`src/sv/sst_pkg.sv`:
```
package sst_pkg;

   localparam int POS_W = 16;
   localparam int LINE_W = 16;
   localparam int KW_MAX_LEN = 6;
   localparam int KW_IDX_W = $clog2(KW_MAX_LEN);
   localparam int MAX_BURST = 3;
   localparam int BURST_W = $clog2(MAX_BURST + 1);
   localparam int FIFO_DEPTH = 4;
   localparam int PTR_W = $clog2(FIFO_DEPTH);
   localparam int CNT_W = $clog2(FIFO_DEPTH + 1);

   localparam logic [POS_W-1:0] POS_MAX = '1;
   localparam logic [LINE_W-1:0] LINE_MAX = '1;

   localparam logic [3:0] M_IDLE     = 4'd0;
   localparam logic [3:0] M_SLASH    = 4'd1;
   localparam logic [3:0] M_COMMENT  = 4'd2;
   localparam logic [3:0] M_BANG     = 4'd3;
   localparam logic [3:0] M_EQUAL    = 4'd4;
   localparam logic [3:0] M_LESS     = 4'd5;
   localparam logic [3:0] M_GREATER  = 4'd6;
   localparam logic [3:0] M_STRING   = 4'd7;
   localparam logic [3:0] M_NUMBER   = 4'd8;
   localparam logic [3:0] M_NUMDOT   = 4'd9;
   localparam logic [3:0] M_FRACTION = 4'd10;
   localparam logic [3:0] M_IDENT    = 4'd11;

   localparam logic [5:0] K_LPAREN    = 6'd0;
   localparam logic [5:0] K_RPAREN    = 6'd1;
   localparam logic [5:0] K_LBRACE    = 6'd2;
   localparam logic [5:0] K_RBRACE    = 6'd3;
   localparam logic [5:0] K_COMMA     = 6'd4;
   localparam logic [5:0] K_DOT       = 6'd5;
   localparam logic [5:0] K_MINUS     = 6'd6;
   localparam logic [5:0] K_PLUS      = 6'd7;
   localparam logic [5:0] K_SEMICOLON = 6'd8;
   localparam logic [5:0] K_SLASH     = 6'd9;
   localparam logic [5:0] K_STAR      = 6'd10;
   localparam logic [5:0] K_BANG      = 6'd11;
   localparam logic [5:0] K_EQUAL     = 6'd13;
   localparam logic [5:0] K_GREATER   = 6'd15;
   localparam logic [5:0] K_LESS      = 6'd17;
   localparam logic [5:0] K_IDENT     = 6'd19;
   localparam logic [5:0] K_STRING    = 6'd20;
   localparam logic [5:0] K_NUMBER    = 6'd21;
   localparam logic [5:0] K_AND       = 6'd22;
   localparam logic [5:0] K_CLASS     = 6'd23;
   localparam logic [5:0] K_ELSE      = 6'd24;
   localparam logic [5:0] K_FALSE     = 6'd25;
   localparam logic [5:0] K_FOR       = 6'd26;
   localparam logic [5:0] K_FUN       = 6'd27;
   localparam logic [5:0] K_IF        = 6'd28;
   localparam logic [5:0] K_NIL       = 6'd29;
   localparam logic [5:0] K_OR        = 6'd30;
   localparam logic [5:0] K_PRINT     = 6'd31;
   localparam logic [5:0] K_RETURN    = 6'd32;
   localparam logic [5:0] K_SUPER     = 6'd33;
   localparam logic [5:0] K_THIS      = 6'd34;
   localparam logic [5:0] K_TRUE      = 6'd35;
   localparam logic [5:0] K_VAR       = 6'd36;
   localparam logic [5:0] K_WHILE     = 6'd37;
   localparam logic [5:0] K_ERR_CHAR  = 6'd38;
   localparam logic [5:0] K_ERR_STR   = 6'd39;
   localparam logic [5:0] K_END       = 6'd40;

   localparam logic [7:0] CH_NUL     = 8'h00;
   localparam logic [7:0] CH_TAB     = 8'h09;
   localparam logic [7:0] CH_LF      = 8'h0A;
   localparam logic [7:0] CH_CR      = 8'h0D;
   localparam logic [7:0] CH_SPACE   = 8'h20;
   localparam logic [7:0] CH_BANG    = 8'h21;
   localparam logic [7:0] CH_QUOTE   = 8'h22;
   localparam logic [7:0] CH_LPAREN  = 8'h28;
   localparam logic [7:0] CH_RPAREN  = 8'h29;
   localparam logic [7:0] CH_STAR    = 8'h2A;
   localparam logic [7:0] CH_PLUS    = 8'h2B;
   localparam logic [7:0] CH_COMMA   = 8'h2C;
   localparam logic [7:0] CH_MINUS   = 8'h2D;
   localparam logic [7:0] CH_DOT     = 8'h2E;
   localparam logic [7:0] CH_SLASH   = 8'h2F;
   localparam logic [7:0] CH_SEMI    = 8'h3B;
   localparam logic [7:0] CH_LESS    = 8'h3C;
   localparam logic [7:0] CH_EQUAL   = 8'h3D;
   localparam logic [7:0] CH_GREATER = 8'h3E;
   localparam logic [7:0] CH_QMARK   = 8'h3F;
   localparam logic [7:0] CH_UNDER   = 8'h5F;
   localparam logic [7:0] CH_LBRACE  = 8'h7B;
   localparam logic [7:0] CH_RBRACE  = 8'h7D;

   typedef logic [KW_MAX_LEN-1:0][7:0] kw_buf_type;

   typedef struct packed {
      logic [5:0]        kind;
      logic [15:0]       start;
      logic [15:0]       length;
      logic [LINE_W-1:0] line;
      logic              last;
   } token_type;

   typedef struct packed {
      logic [BURST_W-1:0]               count;
      token_type [MAX_BURST-1:0]        tok;
   } burst_type;

   function automatic logic decimal_char(logic [7:0] c);
      return (c >= "0") && (c <= "9");
   endfunction

   function automatic logic ident_char(logic [7:0] c);
      return ((c >= "a") && (c <= "z")) || ((c >= "A") && (c <= "Z")) ||
             (c == CH_UNDER) || (c == CH_QMARK);
   endfunction

   function automatic token_type make_token(logic [5:0] kind, logic [POS_W-1:0] start,
                                            logic [POS_W:0] stop, logic [LINE_W-1:0] line);
      token_type  t;
      logic [POS_W:0] len;
      len = (stop >= {1'b0, start}) ? stop - {1'b0, start} : '0;
      t.kind   = kind;
      t.start  = start;
      t.length = len[POS_W] ? 16'hFFFF : len[15:0];
      t.line   = line;
      t.last   = 1'b0;
      return t;
   endfunction

   function automatic logic [5:0] keyword_kind(kw_buf_type b, logic [KW_IDX_W-1:0] len);
      logic [5:0] k;
      k = K_IDENT;
      case (len)
         3'd2: begin
            if ({b[0], b[1]} == "if") k = K_IF;
            else if ({b[0], b[1]} == "or") k = K_OR;
         end
         3'd3: begin
            if ({b[0], b[1], b[2]} == "and") k = K_AND;
            else if ({b[0], b[1], b[2]} == "for") k = K_FOR;
            else if ({b[0], b[1], b[2]} == "fun") k = K_FUN;
            else if ({b[0], b[1], b[2]} == "nil") k = K_NIL;
            else if ({b[0], b[1], b[2]} == "var") k = K_VAR;
         end
         3'd4: begin
            if ({b[0], b[1], b[2], b[3]} == "else") k = K_ELSE;
            else if ({b[0], b[1], b[2], b[3]} == "this") k = K_THIS;
            else if ({b[0], b[1], b[2], b[3]} == "true") k = K_TRUE;
         end
         3'd5: begin
            if ({b[0], b[1], b[2], b[3], b[4]} == "class") k = K_CLASS;
            else if ({b[0], b[1], b[2], b[3], b[4]} == "false") k = K_FALSE;
            else if ({b[0], b[1], b[2], b[3], b[4]} == "print") k = K_PRINT;
            else if ({b[0], b[1], b[2], b[3], b[4]} == "super") k = K_SUPER;
            else if ({b[0], b[1], b[2], b[3], b[4]} == "while") k = K_WHILE;
         end
         3'd6: begin
            if ({b[0], b[1], b[2], b[3], b[4], b[5]} == "return") k = K_RETURN;
         end
         default: k = K_IDENT;
      endcase
      return k;
   endfunction

endpackage

```
`src/sv/script_source_tokenizer_unit.sv`:
```
// A token is written into the registered token queue when the byte that closes it is accepted.
// Throughput: one source byte per cycle while the token queue holds at most one token,
// or two with one leaving; a byte that closes two or three tokens queues them all at once.
// The queue is four tokens deep, set by the worst case of three tokens from one byte.
// Reset is synchronous and active high: scanner idle, offsets zero, line one, queue empty.
module script_source_tokenizer_unit
   import sst_pkg::*;
(
   input  logic        clock,
   input  logic        reset,
   input  logic        req_valid,
   output logic        req_ready,
   input  logic [7:0]  req_source_byte,
   output logic        rsp_valid,
   input  logic        rsp_ready,
   output logic [5:0]  rsp_token_kind,
   output logic [15:0] rsp_token_start,
   output logic [15:0] rsp_token_length,
   output logic [15:0] rsp_token_line,
   output logic        rsp_last_of_run
);

   logic      accept;
   burst_type burst;
   token_type head;

   assign accept = req_valid && req_ready;

   sst_scan_core u_core (
      .clock       (clock),
      .reset       (reset),
      .accept      (accept),
      .source_byte (req_source_byte),
      .burst       (burst)
   );

   sst_token_fifo u_fifo (
      .clock      (clock),
      .reset      (reset),
      .push       (accept),
      .burst      (burst),
      .space_ok   (req_ready),
      .head_valid (rsp_valid),
      .pop        (rsp_ready),
      .head       (head)
   );

   assign rsp_token_kind   = head.kind;
   assign rsp_token_start  = head.start;
   assign rsp_token_length = head.length;
   assign rsp_token_line   = head.line;
   assign rsp_last_of_run  = head.last;

endmodule

```
`src/sv/sst_scan_core.sv`:
```
module sst_scan_core
   import sst_pkg::*;
(
   input  logic       clock,
   input  logic       reset,
   input  logic       accept,
   input  logic [7:0] source_byte,
   output burst_type  burst
);

   logic [3:0]        mode_ff, mode_in;
   logic [POS_W-1:0]  start_ff, start_in;
   logic [POS_W-1:0]  pos_ff, pos_in;
   logic [LINE_W-1:0] line_ff, line_in;
   kw_buf_type        kw_ff;

   logic                kw_wr;
   logic [KW_IDX_W-1:0] kw_idx;

   always_comb begin
      logic [7:0]          c;
      logic [POS_W-1:0]    cur;
      logic [POS_W:0]      cur1;
      logic [POS_W-1:0]    diff;
      logic [POS_W-1:0]    dot;
      logic [5:0]          base;
      logic                do_idle;
      logic                line_inc;
      logic [1:0]          n;
      token_type [MAX_BURST-1:0] toks;
      logic                idle_emit;
      token_type           idle_tok;
      logic [5:0]          single;

      c        = source_byte;
      cur      = pos_ff;
      cur1     = {1'b0, cur} + 1'b1;
      diff     = (cur >= start_ff) ? cur - start_ff : '0;
      dot      = (cur != '0) ? cur - 1'b1 : '0;
      mode_in  = mode_ff;
      start_in = start_ff;
      do_idle  = 1'b0;
      line_inc = 1'b0;
      n        = '0;
      toks     = '0;
      kw_wr    = 1'b0;
      kw_idx   = '0;
      base     = K_BANG;
      idle_emit = 1'b0;
      idle_tok  = '0;
      single    = K_ERR_CHAR;

      case (mode_ff)
         M_SLASH: begin
            if (c == CH_SLASH) begin
               mode_in = M_COMMENT;
            end else begin
               toks[0] = make_token(K_SLASH, start_ff, {1'b0, cur}, line_ff);
               n = 2'd1;
               do_idle = 1'b1;
            end
         end
         M_COMMENT: begin
            if ((c == CH_LF) || (c == CH_NUL)) do_idle = 1'b1;
         end
         M_BANG, M_EQUAL, M_LESS, M_GREATER: begin
            base = (mode_ff == M_BANG) ? K_BANG : (mode_ff == M_EQUAL) ? K_EQUAL :
                   (mode_ff == M_LESS) ? K_LESS : K_GREATER;
            if (c == CH_EQUAL) begin
               toks[0] = make_token(base + 6'd1, start_ff, cur1, line_ff);
               n = 2'd1;
               mode_in = M_IDLE;
            end else begin
               toks[0] = make_token(base, start_ff, {1'b0, cur}, line_ff);
               n = 2'd1;
               do_idle = 1'b1;
            end
         end
         M_STRING: begin
            if (c == CH_QUOTE) begin
               toks[0] = make_token(K_STRING, start_ff, cur1, line_ff);
               n = 2'd1;
               mode_in = M_IDLE;
            end else if (c == CH_LF) begin
               line_inc = 1'b1;
            end else if (c == CH_NUL) begin
               toks[0] = make_token(K_ERR_STR, start_ff, {1'b0, cur}, line_ff);
               n = 2'd1;
               do_idle = 1'b1;
            end
         end
         M_NUMBER: begin
            if (decimal_char(c)) begin
               mode_in = M_NUMBER;
            end else if (c == CH_DOT) begin
               mode_in = M_NUMDOT;
            end else begin
               toks[0] = make_token(K_NUMBER, start_ff, {1'b0, cur}, line_ff);
               n = 2'd1;
               do_idle = 1'b1;
            end
         end
         M_NUMDOT: begin
            if (decimal_char(c)) begin
               mode_in = M_FRACTION;
            end else begin
               toks[0] = make_token(K_NUMBER, start_ff, {1'b0, dot}, line_ff);
               toks[1] = make_token(K_DOT, dot, {1'b0, cur}, line_ff);
               n = 2'd2;
               do_idle = 1'b1;
            end
         end
         M_FRACTION: begin
            if (!decimal_char(c)) begin
               toks[0] = make_token(K_NUMBER, start_ff, {1'b0, cur}, line_ff);
               n = 2'd1;
               do_idle = 1'b1;
            end
         end
         M_IDENT: begin
            if (ident_char(c) || decimal_char(c)) begin
               kw_wr  = (diff < POS_W'(KW_MAX_LEN));
               kw_idx = diff[KW_IDX_W-1:0];
            end else begin
               toks[0] = make_token(((diff == '0) || (diff > POS_W'(KW_MAX_LEN))) ? K_IDENT :
                                    keyword_kind(kw_ff, diff[KW_IDX_W-1:0]),
                                    start_ff, {1'b0, cur}, line_ff);
               n = 2'd1;
               do_idle = 1'b1;
            end
         end
         default: begin
            do_idle = 1'b1;
         end
      endcase

      if (do_idle) begin
         mode_in  = M_IDLE;
         start_in = cur;
         case (c)
            CH_SPACE, CH_CR, CH_TAB: idle_emit = 1'b0;
            CH_LF:      line_inc = 1'b1;
            CH_NUL: begin
               idle_emit = 1'b1;
               idle_tok  = make_token(K_END, cur, {1'b0, cur}, line_ff);
            end
            CH_LPAREN:  single = K_LPAREN;
            CH_RPAREN:  single = K_RPAREN;
            CH_LBRACE:  single = K_LBRACE;
            CH_RBRACE:  single = K_RBRACE;
            CH_COMMA:   single = K_COMMA;
            CH_DOT:     single = K_DOT;
            CH_MINUS:   single = K_MINUS;
            CH_PLUS:    single = K_PLUS;
            CH_SEMI:    single = K_SEMICOLON;
            CH_STAR:    single = K_STAR;
            CH_SLASH:   mode_in = M_SLASH;
            CH_BANG:    mode_in = M_BANG;
            CH_EQUAL:   mode_in = M_EQUAL;
            CH_LESS:    mode_in = M_LESS;
            CH_GREATER: mode_in = M_GREATER;
            CH_QUOTE:   mode_in = M_STRING;
            default: begin
               if (ident_char(c)) begin
                  mode_in = M_IDENT;
                  kw_wr   = 1'b1;
                  kw_idx  = '0;
               end else if (decimal_char(c)) begin
                  mode_in = M_NUMBER;
               end else begin
                  idle_emit = 1'b1;
                  idle_tok  = make_token(K_ERR_CHAR, cur, cur1, line_ff);
               end
            end
         endcase
         if ((c == CH_LPAREN) || (c == CH_RPAREN) || (c == CH_LBRACE) || (c == CH_RBRACE) ||
             (c == CH_COMMA) || (c == CH_DOT) || (c == CH_MINUS) || (c == CH_PLUS) ||
             (c == CH_SEMI) || (c == CH_STAR)) begin
            idle_emit = 1'b1;
            idle_tok  = make_token(single, cur, cur1, line_ff);
         end
         if (idle_emit) begin
            toks[n] = idle_tok;
            n = n + 2'd1;
         end
      end

      for (int i = 0; i < MAX_BURST; i++) begin
         toks[i].last = (BURST_W'(n) == BURST_W'(i + 1));
      end
      burst.count = BURST_W'(n);
      burst.tok   = toks;

      line_in = (line_inc && (line_ff != LINE_MAX)) ? line_ff + 1'b1 : line_ff;
      pos_in  = (cur != POS_MAX) ? cur + 1'b1 : cur;
      if (c == CH_NUL) begin
         mode_in  = M_IDLE;
         start_in = '0;
         pos_in   = '0;
         line_in  = LINE_W'(1);
      end
   end

   always_ff @(posedge clock) begin
      if (reset) begin
         mode_ff  <= M_IDLE;
         start_ff <= '0;
         pos_ff   <= '0;
         line_ff  <= LINE_W'(1);
      end else if (accept) begin
         mode_ff  <= mode_in;
         start_ff <= start_in;
         pos_ff   <= pos_in;
         line_ff  <= line_in;
      end
   end

   always_ff @(posedge clock) begin
      if (accept && kw_wr) begin
         kw_ff[kw_idx] <= source_byte;
      end
   end

`ifndef SYNTH
   assert property (@(posedge clock) disable iff (reset)
      (accept && (source_byte == CH_NUL)) |=>
         ((mode_ff == M_IDLE) && (pos_ff == '0) && (line_ff == LINE_W'(1))))
      else $error("end of source did not restart the scanner");

   assert property (@(posedge clock) disable iff (reset)
      (accept && (source_byte == CH_NUL)) |-> (burst.count != '0))
      else $error("end of source produced no end token");
`endif

endmodule

```
`src/sv/sst_token_fifo.sv`:
```
module sst_token_fifo
   import sst_pkg::*;
(
   input  logic      clock,
   input  logic      reset,
   input  logic      push,
   input  burst_type burst,
   output logic      space_ok,
   output logic      head_valid,
   input  logic      pop,
   output token_type head
);

   token_type [FIFO_DEPTH-1:0] mem_ff;
   logic [PTR_W-1:0] rd_ff, rd_in;
   logic [PTR_W-1:0] wr_ff, wr_in;
   logic [CNT_W-1:0] count_ff, count_in;
   logic             take;

   assign head_valid = (count_ff != '0);
   assign head       = mem_ff[rd_ff];
   assign take       = pop && head_valid;
   assign space_ok   = (count_ff <= CNT_W'(FIFO_DEPTH - MAX_BURST) + CNT_W'(take));

   always_comb begin
      rd_in    = take ? rd_ff + 1'b1 : rd_ff;
      wr_in    = push ? wr_ff + PTR_W'(burst.count) : wr_ff;
      count_in = count_ff + (push ? CNT_W'(burst.count) : '0) - CNT_W'(take);
   end

   always_ff @(posedge clock) begin
      if (reset) begin
         rd_ff    <= '0;
         wr_ff    <= '0;
         count_ff <= '0;
      end else begin
         rd_ff    <= rd_in;
         wr_ff    <= wr_in;
         count_ff <= count_in;
      end
   end

   always_ff @(posedge clock) begin
      for (int i = 0; i < MAX_BURST; i++) begin
         if (push && (BURST_W'(i) < burst.count)) begin
            mem_ff[wr_ff + PTR_W'(i)] <= burst.tok[i];
         end
      end
   end

`ifndef SYNTH
   assert property (@(posedge clock) disable iff (reset)
      count_ff <= CNT_W'(FIFO_DEPTH))
      else $error("token queue count beyond depth");

   assert property (@(posedge clock) disable iff (reset)
      push |-> ((CNT_W + 1)'(count_ff) + (CNT_W + 1)'(burst.count) <=
                (CNT_W + 1)'(FIFO_DEPTH) + (CNT_W + 1)'(take)))
      else $error("token queue overflow");
`endif

endmodule
```
`config.mk`:
```
export PLATFORM = sky130hd
export DESIGN_NAME = script_source_tokenizer_unit
export DESIGN_NICKNAME = d
export VERILOG_FILES = /design/src/sv/sst_pkg.sv /design/src/sv/script_source_tokenizer_unit.sv /design/src/sv/sst_scan_core.sv /design/src/sv/sst_token_fifo.sv
export SDC_FILE = /design/constraint.sdc
export NUM_CORES = 1
export LEC_CHECK = 0
export ABC_AREA = 1
export BUFFER_PORTS_ARGS = -buffer_cell sky130_fd_sc_hd__buf_2
export CORE_MARGIN = 8
export CORE_UTILIZATION = 30
export CTS_CLUSTER_SIZE = 20
export DETAILED_ROUTE_END_ITERATION = 12
export GPL_ROUTABILITY_DRIVEN = 1
export PLACE_DENSITY = 0.48
export SYNTH_ARGS = -nofsm -noshare
export SYNTH_HDL_FRONTEND = slang
export SYNTH_HIERARCHICAL = 1
export SYNTH_SLANG_ARGS = --single-unit
```
`constraint.sdc`:
```
create_clock -name clock -period 11.42 [get_ports clock]
set_input_delay 1.713 -clock clock [delete_from_list [all_inputs] [get_ports clock]]
set_output_delay 1.713 -clock clock [all_outputs]
set_load 0.05 [all_outputs]
```
# == Word-level counts from Yosys, hierarchy flattened ==
# Index checks and enable logic that the tools add are counted.
# op_classes
eq_ne,64
magnitude_cmp,30
n_addsub,20
mux,136
n_reduce_logical,47
# op_table
operator,count
55-bit 2-to-1 mux,15
220-bit bitwise mux,3
220-bit 2-to-1 mux,3
55-bit demux with 2-bit select,4
55-bit case mux with 7 select lines,1
165-bit 2-to-1 mux,2
16-bit 2-to-1 mux,14
40-bit by 39-bit == test with 1-bit output (second input constant),5
165-bit bitwise mux,1
8-bit by 6-bit == test with 1-bit output (second input constant),16
24-bit by 23-bit == test with 1-bit output (second input constant),5
55-bit binary-select mux with 2-bit select,1
55-bit case mux with 2 select lines,1
54-bit 2-to-1 mux,2
6-bit 2-to-1 mux,18
107-bit 2-to-1 mux,1
17-bit 2-to-1 mux,6
32-bit by 31-bit == test with 1-bit output (second input constant),3
16-bit >= comparator,5
16-bit by 16-bit subtractor with 17-bit output,4
6-bit case mux with 10 select lines,1
53-bit 2-to-1 mux,1
52-bit 2-to-1 mux,1
48-bit bitwise mux,1
other kinds (69),183
# word_totals
output_inout_bits,57
wordCells,330
regBits,327

# == Longest topological paths before layout ==
# Gate-level depths: netlist (run 1).
# depth
ltp_word,21
mapped_depth,29
depth_no_buf,28

# == Modules after synthesis ==
# Netlist (run 1), hierarchy kept.
# by_module_without_submodules
module,n_inst,cells_each,area_per_inst_um2,seq_area_each_um2
sst_token_fifo,1,2807,15527.4,4544.4
sst_scan_core,1,2203,12665.9,2482.4
script_source_tokenizer_unit,1,2,7.5,0.0

# == Worst setup path after synthesis (run 1) ==
# Ideal clock, no wire load.
# synth_path
path_type,input to register
startpoint,in rsp_ready
endpoint,reg u_core.line_ff[14]
path_slack_ps,6641
arrival_ps,4664
setup_time_ps,115
path_stages,15
path_cell_list,nand2_1 ha_1 inv_1 o21bai_1 a21oi_1 nand2_1 inv_1 clkbuf_1 nand2_1 nor2_1 inv_1 nor4_1 nand3_1 nand2_1 nor2_1
# synth_between
elab_chain_len,5
# synth_rtl
element,line_no,text
start: declaration,script_source_tokenizer_unit.sv:15,"input logic rsp_ready,"
1-bit logical AND,sst_token_fifo.sv:22,assign take = pop && head_valid;
1-bit by 1-bit adder with 2-bit output,sst_token_fifo.sv:23,assign space_ok = (count_ff <= CNT_W'(FIFO_DEPTH - MAX_BURST) + CNT_W'(take));
3-bit <= comparator,sst_token_fifo.sv:23,
net req_ready,script_source_tokenizer_unit.sv:12,"output logic req_ready,"
1-bit logical AND,script_source_tokenizer_unit.sv:27,assign accept = req_valid && req_ready;
net accept,script_source_tokenizer_unit.sv:23,logic accept;
2-bit AND reduction (no source line),-,
end signal: assignment,sst_scan_core.sv:214,line_ff <= line_in;
end: declaration,sst_scan_core.sv:14,"logic [LINE_W-1:0] line_ff, line_in;"
# The timed path passes the listed nets, and every way through them passes these cells.
# A chain may end at the register's enable or synchronous reset.

==> run summary, run 1 <==
final core utilization - 32.67%
post-synthesis register bit count - 327
# hold bufs at CTS - 0
Synth Flop Type - dfxtp_1
core area - 93190 sq um
pwr dens - 322.9 nW/um^2
slew margin rel. - 20.75%
Power Internal - 4.091 mW
most used cell, CP - nand2_1
Post-Route Setup TNS - 0 ps
CP Data Required Time - 11910 ps
total CTS buffers - 44
initial antenna violation count - 2
DRT Pass-1 Iters - 6
final setup fails - 0
Via density - 5.110
crit end category - flop
starting utilization of the core area - 30.26%
Leak - 15.42 nW
worst vdd ir - 0.0001838 V
CP bufs+invs - 7
ANT nets after route - 0
diodes inserted - 0
die area - 104100 sq um
post-synthesis cell type count - 57
wire per inst - 19.96 um
post-detail-place hpwl - 83.24 mm
largest net degree at the start of global routing - 86
worst-path fanout max - 85
Hold Path Stages - 2
switching part of the total - 58.38%
Critical R2R Launch - u_core/pos_ff[0]
Mean Syn Cell Area - 5.627 sq um
Max Fclk - 151.0 MHz
critical path startpoint category - input pin
clock buffer depth - 3
CP top delay family - simple AND/OR/NAND/NOR gates
wirelength, routed - 123.7 mm
max-slew violation total from the final report - 0
worst hold start - u_core/start_ff[14]
vias in the first global route - 30166
TritonCTS clock tree - done
sequential-to-total area share from yosys stat - 24.92%
worst reg-to-reg setup slack - 5240 ps
Total GRT Usage - 23.13%
first-pass GRT wire length - 187.8 mm
Std-Cell Rows - 112
chip width - 322.6 um
power share of the sequential group - 18.3%
combinational cell fraction of total power - 67.9%
kind of critical path - in -> reg
clock sinks - 327
Crit Reg-Reg Endpoint - u_fifo/mem_ff[30]
asr flop ratio synth - 0%
CP Data Arrival Time - 7120 ps
DRC - 0
share of layout cells above drive strength 1 - 5.421%
RSZ-0062 raised after global routing - false
Tmin final - 6624 ps
worst-path cell chain - buf_2 > nor2_1 > nand2_1 > nor2_4 > inv_2 > nor2_1 > nor3_2 > nand2_1 > inv_2 > nand2_2 > inv_2 > nor2_2 > nand2_1 > o21ai_1 > buf_4 > nand2_1 > nand2_8 > buf_4 > nand2_2 > buf_4 > nand2_1 > nand3_1 > nand2_1 > nand2_1
Hold Crit Endpoint - u_core/start_ff[14]
R2R depth - 24
status - finished clean
via count - 31669
part of the cycle the worst path needs - 58.00%
worst hold slack - 484.1 ps
Max H-tree Level - 2
cell count after synthesis - 5012
P&R area growth vs syn - 7.942%
worst-margin pin slew - 1179 ps
CP Launch Point - req_source_byte[0]
Post-CTS Repair Setup Buffers - 0
RePlAce Congestion - 0.9784
Root Buffer - clkbuf_16
Post-CTS Resized - 0
CP max-delay cell - nand2_2
worst min path class - reg -> reg
I/O pin cnt - 69
switching power - 5.738 mW
later-pin clock latency in the skew report - 610 ps
part of the power in the clock network - 13.8%
CP max stage delay - 840 ps
Post-layout nets - 5010
Syn. warnings - 6
dpl cells - 6124
Netlist Area Pre-Place - 28200 sq um
GR Overflow Total - 0
Post-synth EDFFs - 48
Fin. Hold Viols - 0
Post-Route Skew - 21.72 ps
Worst-path clk slew - 60 ps
Port-buffer cells - 68
Die Ht - 322.6 um
DR iter-0 viols - 3057
maxcap violations - 0
non-filler instance count after layout - 6198
## power by group through the flow
stage          Combinational, mW  Clock (mW)  Sequential [mW]
5_1_grt                     7.40        1.43             1.84
3_3_place_gp                6.58           0             1.82
3_5_place_dp                6.56           0             1.81
4_1_cts                     6.58        1.39             1.79
6_report                    6.67        1.36             1.80
2_1_floorplan               4.87           0             1.69
## Yosys cell counts (4+ instances only)
cell type  instances  area, sq um
nor3b_1            7        52.55
dfxtp_1          279         5585
inv_1            584         2192
nor3_1            34        170.2
nand2_4            4        45.04
a31oi_1            4        25.02
o22ai_1           68        425.4
buf_1             22        82.58
nand3_2            4        40.04
o211ai_1           4        30.03
o21ai_1           10        50.05
nand4_1           41        256.5
xor2_1            42        367.9
buf_6             18        202.7
a211oi_1           6        45.04
ha_1              78        975.9
inv_2             25        93.84
nand3b_1           7        52.55
buf_4             47        352.8
a21oi_1          124        620.6
nand3_1          594         2973
nor2_2            14        87.58
nand2_1         1941         7286
nor2_4             6        67.56
nor3_2             4        40.04
nor2_1           489         1836
buf_2            113        565.5
nor4_1             9        56.30
o21bai_1           9        67.56
or2_2              7        43.79
and3_1             4        25.02
clkbuf_1          47        176.4
clkinv_1           8        30.03
xnor2_1           24        210.2
o21ai_0          237         1186
and2_1             5        31.28
nand2_2           17        106.4
edfxtp_1          48         1441
fa_1               4        80.08
## cell families after synthesis
family | Yosys count | synth area share, %
adder cells (fa/ha/maj) | 82 | 3.745
multiplexers | 1 | 0.03550
buffers and inverters | 866 | 13.14
AO/OA/AOI/OAI | 478 | 9.171
AND/OR/NAND/NOR | 3191 | 46.93
other | 1 | 0.01330
XOR/XNOR | 66 | 2.050
flip-flops | 327 | 24.92
## worst min-delay path, delay by kind of cell, from the launching register on
kind / cells / cell delay, ps
compound gates: 1 / 60
flops: 1 / 320
simple gates: 1 / 70
## sequential cells by signal, summed over array words and instances (netlist names)
name             cells
u_core/line_ff      16
u_fifo/count_ff      3
u_core/mode_ff       4
u_core/kw_ff        48
u_core/pos_ff       16
u_fifo/mem_ff      220
u_core/start_ff     16
u_fifo/rd_ff         2
u_fifo/wr_ff         2
## worst max path at each step
stage / end / cells past startpoint / slack [ps]
global route: u_fifo/mem_ff[21] / 25 / 4360
detailed placement: u_fifo/mem_ff[5] / 24 / 4370
global placement: u_fifo/mem_ff[22] / 24 / 4440
CTS: u_fifo/mem_ff[16] / 24 / 5010
floorplan: u_core/line_ff[14] / 15 / 6640
finish: u_fifo/mem_ff[16] / 24 / 4800
## routing by layer
metal / up-vias / GRT usage [%] / share of wire [%]
met3: 250 / 3.371 / 7.3
met1: 14611 / 31.31 / 45
met4: 2 / 8.630 / 3.9
li1: 15576 / - / -
met5: - / 0 / 0.0097
met2: 1230 / 37.13 / 44
## stage by stage
step	cell area [sq um]	setup slack [ps]	power, mW
3_3_place_gp	29090	4445	8.397
4_1_cts	30440	5010	9.765
3_5_place_dp	29090	4372	8.370
2_1_floorplan	28200	6641	6.560
6_report	30440	4796	9.829
5_1_grt	30440	4364	10.67
## cell type report
| type | instances | area, sq um |
|---|---|---|
| fill | 10700 | 62750 |
| multi-input combinational | 3820 | 17540 |
| sequential | 327 | 7032 |
| inverter | 618 | 2330 |
| tap | 1254 | 1569 |
| clock buffer | 58 | 1225 |
| timing repair buffer | 105 | 618.1 |
| clock inverter | 16 | 127.6 |
## cells in the final DEF, fill, tap and decap left out, types with 34 or more instances in the layout
cell type and instances:
a21oi_1 123, buf_2 68, buf_4 37, clkbuf_16 45
dfxtp_1 277, edfxtp_1 48, ha_1 78, inv_1 581
nand2_1 1937, nand3_1 594, nand4_1 41, nor2_1 485
nor3_1 34, o21ai_0 237, o22ai_1 68, xor2_1 42
(Power assumes the default switching activity.)
==> run 2, diff against run 1 <==
--- a/config.mk
+++ b/config.mk
@@ -5,14 +5,14 @@
 export SDC_FILE = /design/constraint.sdc
 export NUM_CORES = 1
 export LEC_CHECK = 0
-export ABC_AREA = 1
+export ABC_AREA = 0
 export BUFFER_PORTS_ARGS = -buffer_cell sky130_fd_sc_hd__buf_2
 export CORE_MARGIN = 8
 export CORE_UTILIZATION = 30
 export CTS_CLUSTER_SIZE = 20
 export DETAILED_ROUTE_END_ITERATION = 12
 export GPL_ROUTABILITY_DRIVEN = 1
-export PLACE_DENSITY = 0.48
+export PLACE_DENSITY = 0.5
 export SYNTH_ARGS = -nofsm -noshare
 export SYNTH_HDL_FRONTEND = slang
 export SYNTH_HIERARCHICAL = 1
==> constraint.sdc (replaced) <==
create_clock -name clock -period 6.05 [get_ports clock]
set_input_delay 0.9075 -clock clock [delete_from_list [all_inputs] [get_ports clock]]
set_output_delay 0.9075 -clock clock [all_outputs]
set_load 0.05 [all_outputs]
==> run 2 against run 1 <==
The flow now finishes with violations (capacitance limit, slew limit). Clock power is 94% higher. Hold slack worse by 11 ps. Power grew 80%. First-iteration DRC count rose by 16%. Non-clock buffer count rose by 110. Die area shrank 6.3%. Critical endpoint is now u_fifo/mem_ff[194]. Largest cell class unchanged.
==> run summary, run 2 <==
Synth Flop Type - dfxtp_1
final core utilization - 33.93%
worst reg-to-reg setup slack - 570 ps
TritonCTS clock tree - done
Place WS - 692.1 ps
failing checks - capacitance limit, slew limit
I/O pin cnt - 69
Post-CTS Resized - 0
synth top area cells - dfxtp_1 (21%), o32ai_1 (7.5%), a21oi_1 (6.7%)
worst min path class - reg -> reg
later-pin clock latency in the skew report - 620 ps
slew margin rel. - -5.586%
critical path startpoint category - flop
post-detail-place hpwl - 78.25 mm
Post-CTS Repair Setup Buffers - 0
Post-Route Setup TNS - 0 ps
die area - 97490 sq um
# hold bufs at CTS - 0
Die Ht - 312.2 um
P&R area growth vs syn - 11.97%
Leak - 10.28 nW
total CTS buffers - 42
Post-synth EDFFs - 48
clock sinks - 327
CP Data Arrival Time - 5930 ps
DRC - 0
initial antenna violation count - 2
most frequent cells in the layout - a21oi_1 (351), dfxtp_1 (275), a211oi_1 (227), o32ai_1 (225), nor2_1 (219)
asr flop ratio synth - 0%
part of the cycle the worst path needs - 90.58%
wirelength, routed - 117.6 mm
RePlAce Congestion - 1.063
Synth top area share - 21.21%
Post-layout nets - 3320
post-synthesis cell type count - 108
Port-buffer cells - 68
Max H-tree Level - 2
kind of critical path - reg -> reg
Via density - 6.389
starting utilization of the core area - 30.30%
status - complete, but fails checks
share of layout cells above drive strength 1 - 15.07%
Std-Cell Rows - 108
Met1 Wirelength - 50.27 mm
Tmin final - 5480 ps
core area - 86890 sq um
dpl cells - 4337
diodes inserted - 0
largest area contributor in the netlist - dfxtp_1
Largest regs - u_fifo/mem_ff x220, u_core/kw_ff x48
setup ws final - 570.1 ps
largest net degree at the start of global routing - 160
worst-path fanout max - 18
worst vdd ir - 0.0005136 V
synth cell count leaders - a21oi_1 (351), dfxtp_1 (279), a211oi_1 (227)
worst-margin pin slew - 1567 ps
most common cell after layout, fill and taps aside - a21oi_1
Worst-path clk slew - 60 ps
Fin. Hold Viols - 0
non-filler instance count after layout - 4413
crit end category - flop
cell count after synthesis - 3302
Mean Syn Cell Area - 7.973 sq um
most frequent cell after synthesis - a21oi_1
Syn. warnings - 6
met2 wire length - 52.55 mm
vias in the first global route - 27019
max reg flops - 220
maxcap violations - 2
CP Data Required Time - 6500 ps
Post-Route Skew - 61.30 ps
Root Buffer - clkbuf_16
GR Overflow Total - 0
Netlist Area Pre-Place - 26330 sq um
chip width - 312.2 um
DRT Pass-1 Iters - 7
Max Fclk - 182.5 MHz
ANT nets after route - 0
clock buffer depth - 3
sequential-to-total area share from yosys stat - 26.69%
wire per inst - 26.64 um
most flop-heavy register - u_fifo/mem_ff
Max Used Layer - met5
RSZ-0062 raised after global routing - false
post-synthesis register bit count - 327
first-pass GRT wire length - 176.8 mm
Total GRT Usage - 22.76%
final setup fails - 0
via count - 28193
WL met3 - 10.11 mm
pwr dens - 600.7 nW/um^2
max-slew violation total from the final report - 5
DR iter-0 viols - 3539
## run 2: cell families after synthesis
| kind of cell | share of synthesized area [%] |
|---|---|
| AOI/OAI and AO/OA | 30.62 |
| and+or+nand+nor | 22.94 |
| buffers and inverters | 7.352 |
| DFF | 26.69 |
| xor gates and xnor gates | 2.994 |
| adders and majority gates | 4.011 |
| muxes | 5.370 |
| other | 0.01424 |
## run 2: final timing paths
path                                           from                   to  depth (start not counted)
worst max-delay path               u_core/pos_ff[2]   u_fifo/mem_ff[194]                         17
worst min-delay path            u_core/start_ff[14]  u_core/start_ff[14]                          2
worst min register to register  u_core/start_ff[14]  u_core/start_ff[14]                          2
worst max register to register     u_core/pos_ff[2]   u_fifo/mem_ff[194]                         17
## run 2: final cells by class
class	instances	area [sq um]
multi-input combinational	2536	17500
clock inverter	11	172.7
tap	1155	1445
inverter	104	390.4
clock buffer	65	1247
timing repair buffer	215	1682
fill	9077	57410
sequential	327	7042
## run 2: critical path, stage by stage, from the launching register on
cell	delay [ps]
dfxtp_1	480
buf_4	250
inv_1	230
nor2_1	170
ha_1	290
xnor2_1	420
o32ai_1	220
a221oi_1	540
o211a_1	250
o21a_1	260
a31oi_2	210
xnor2_2	540
buf_4	340
nand2_1	70
a32o_1	300
or3b_2	460
a21oi_1	170
o32ai_1	110
## run 2: per-layer routing
| layer | vias to the layer above | track usage [%] |
|---|---|---|
| met3 | 323 | 4.119 |
| met5 | - | 0 |
| met2 | 1588 | 35.68 |
| met4 | 4 | 9.206 |
| li1 | 12590 | - |
| met1 | 13688 | 30.73 |
## run 2: power by group
part,switching (mW),leakage [nW],internal (mW)
logic,7.70,6.84,3.93
registers,0.540,2.74,2.90
clock network,1.11,0.695,1.52
total,9.35,10.3,8.36
## run 2: through the flow
step	hold slack, ps	area [sq um]	total power, mW
after floorplan	445.1	26330	11.04
after global placement	460.4	28060	14.89
after detailed placement	463.4	28060	14.79
after CTS	472.3	29480	17.47
after global routing	504.1	29480	18.52
final	473.5	29480	17.71
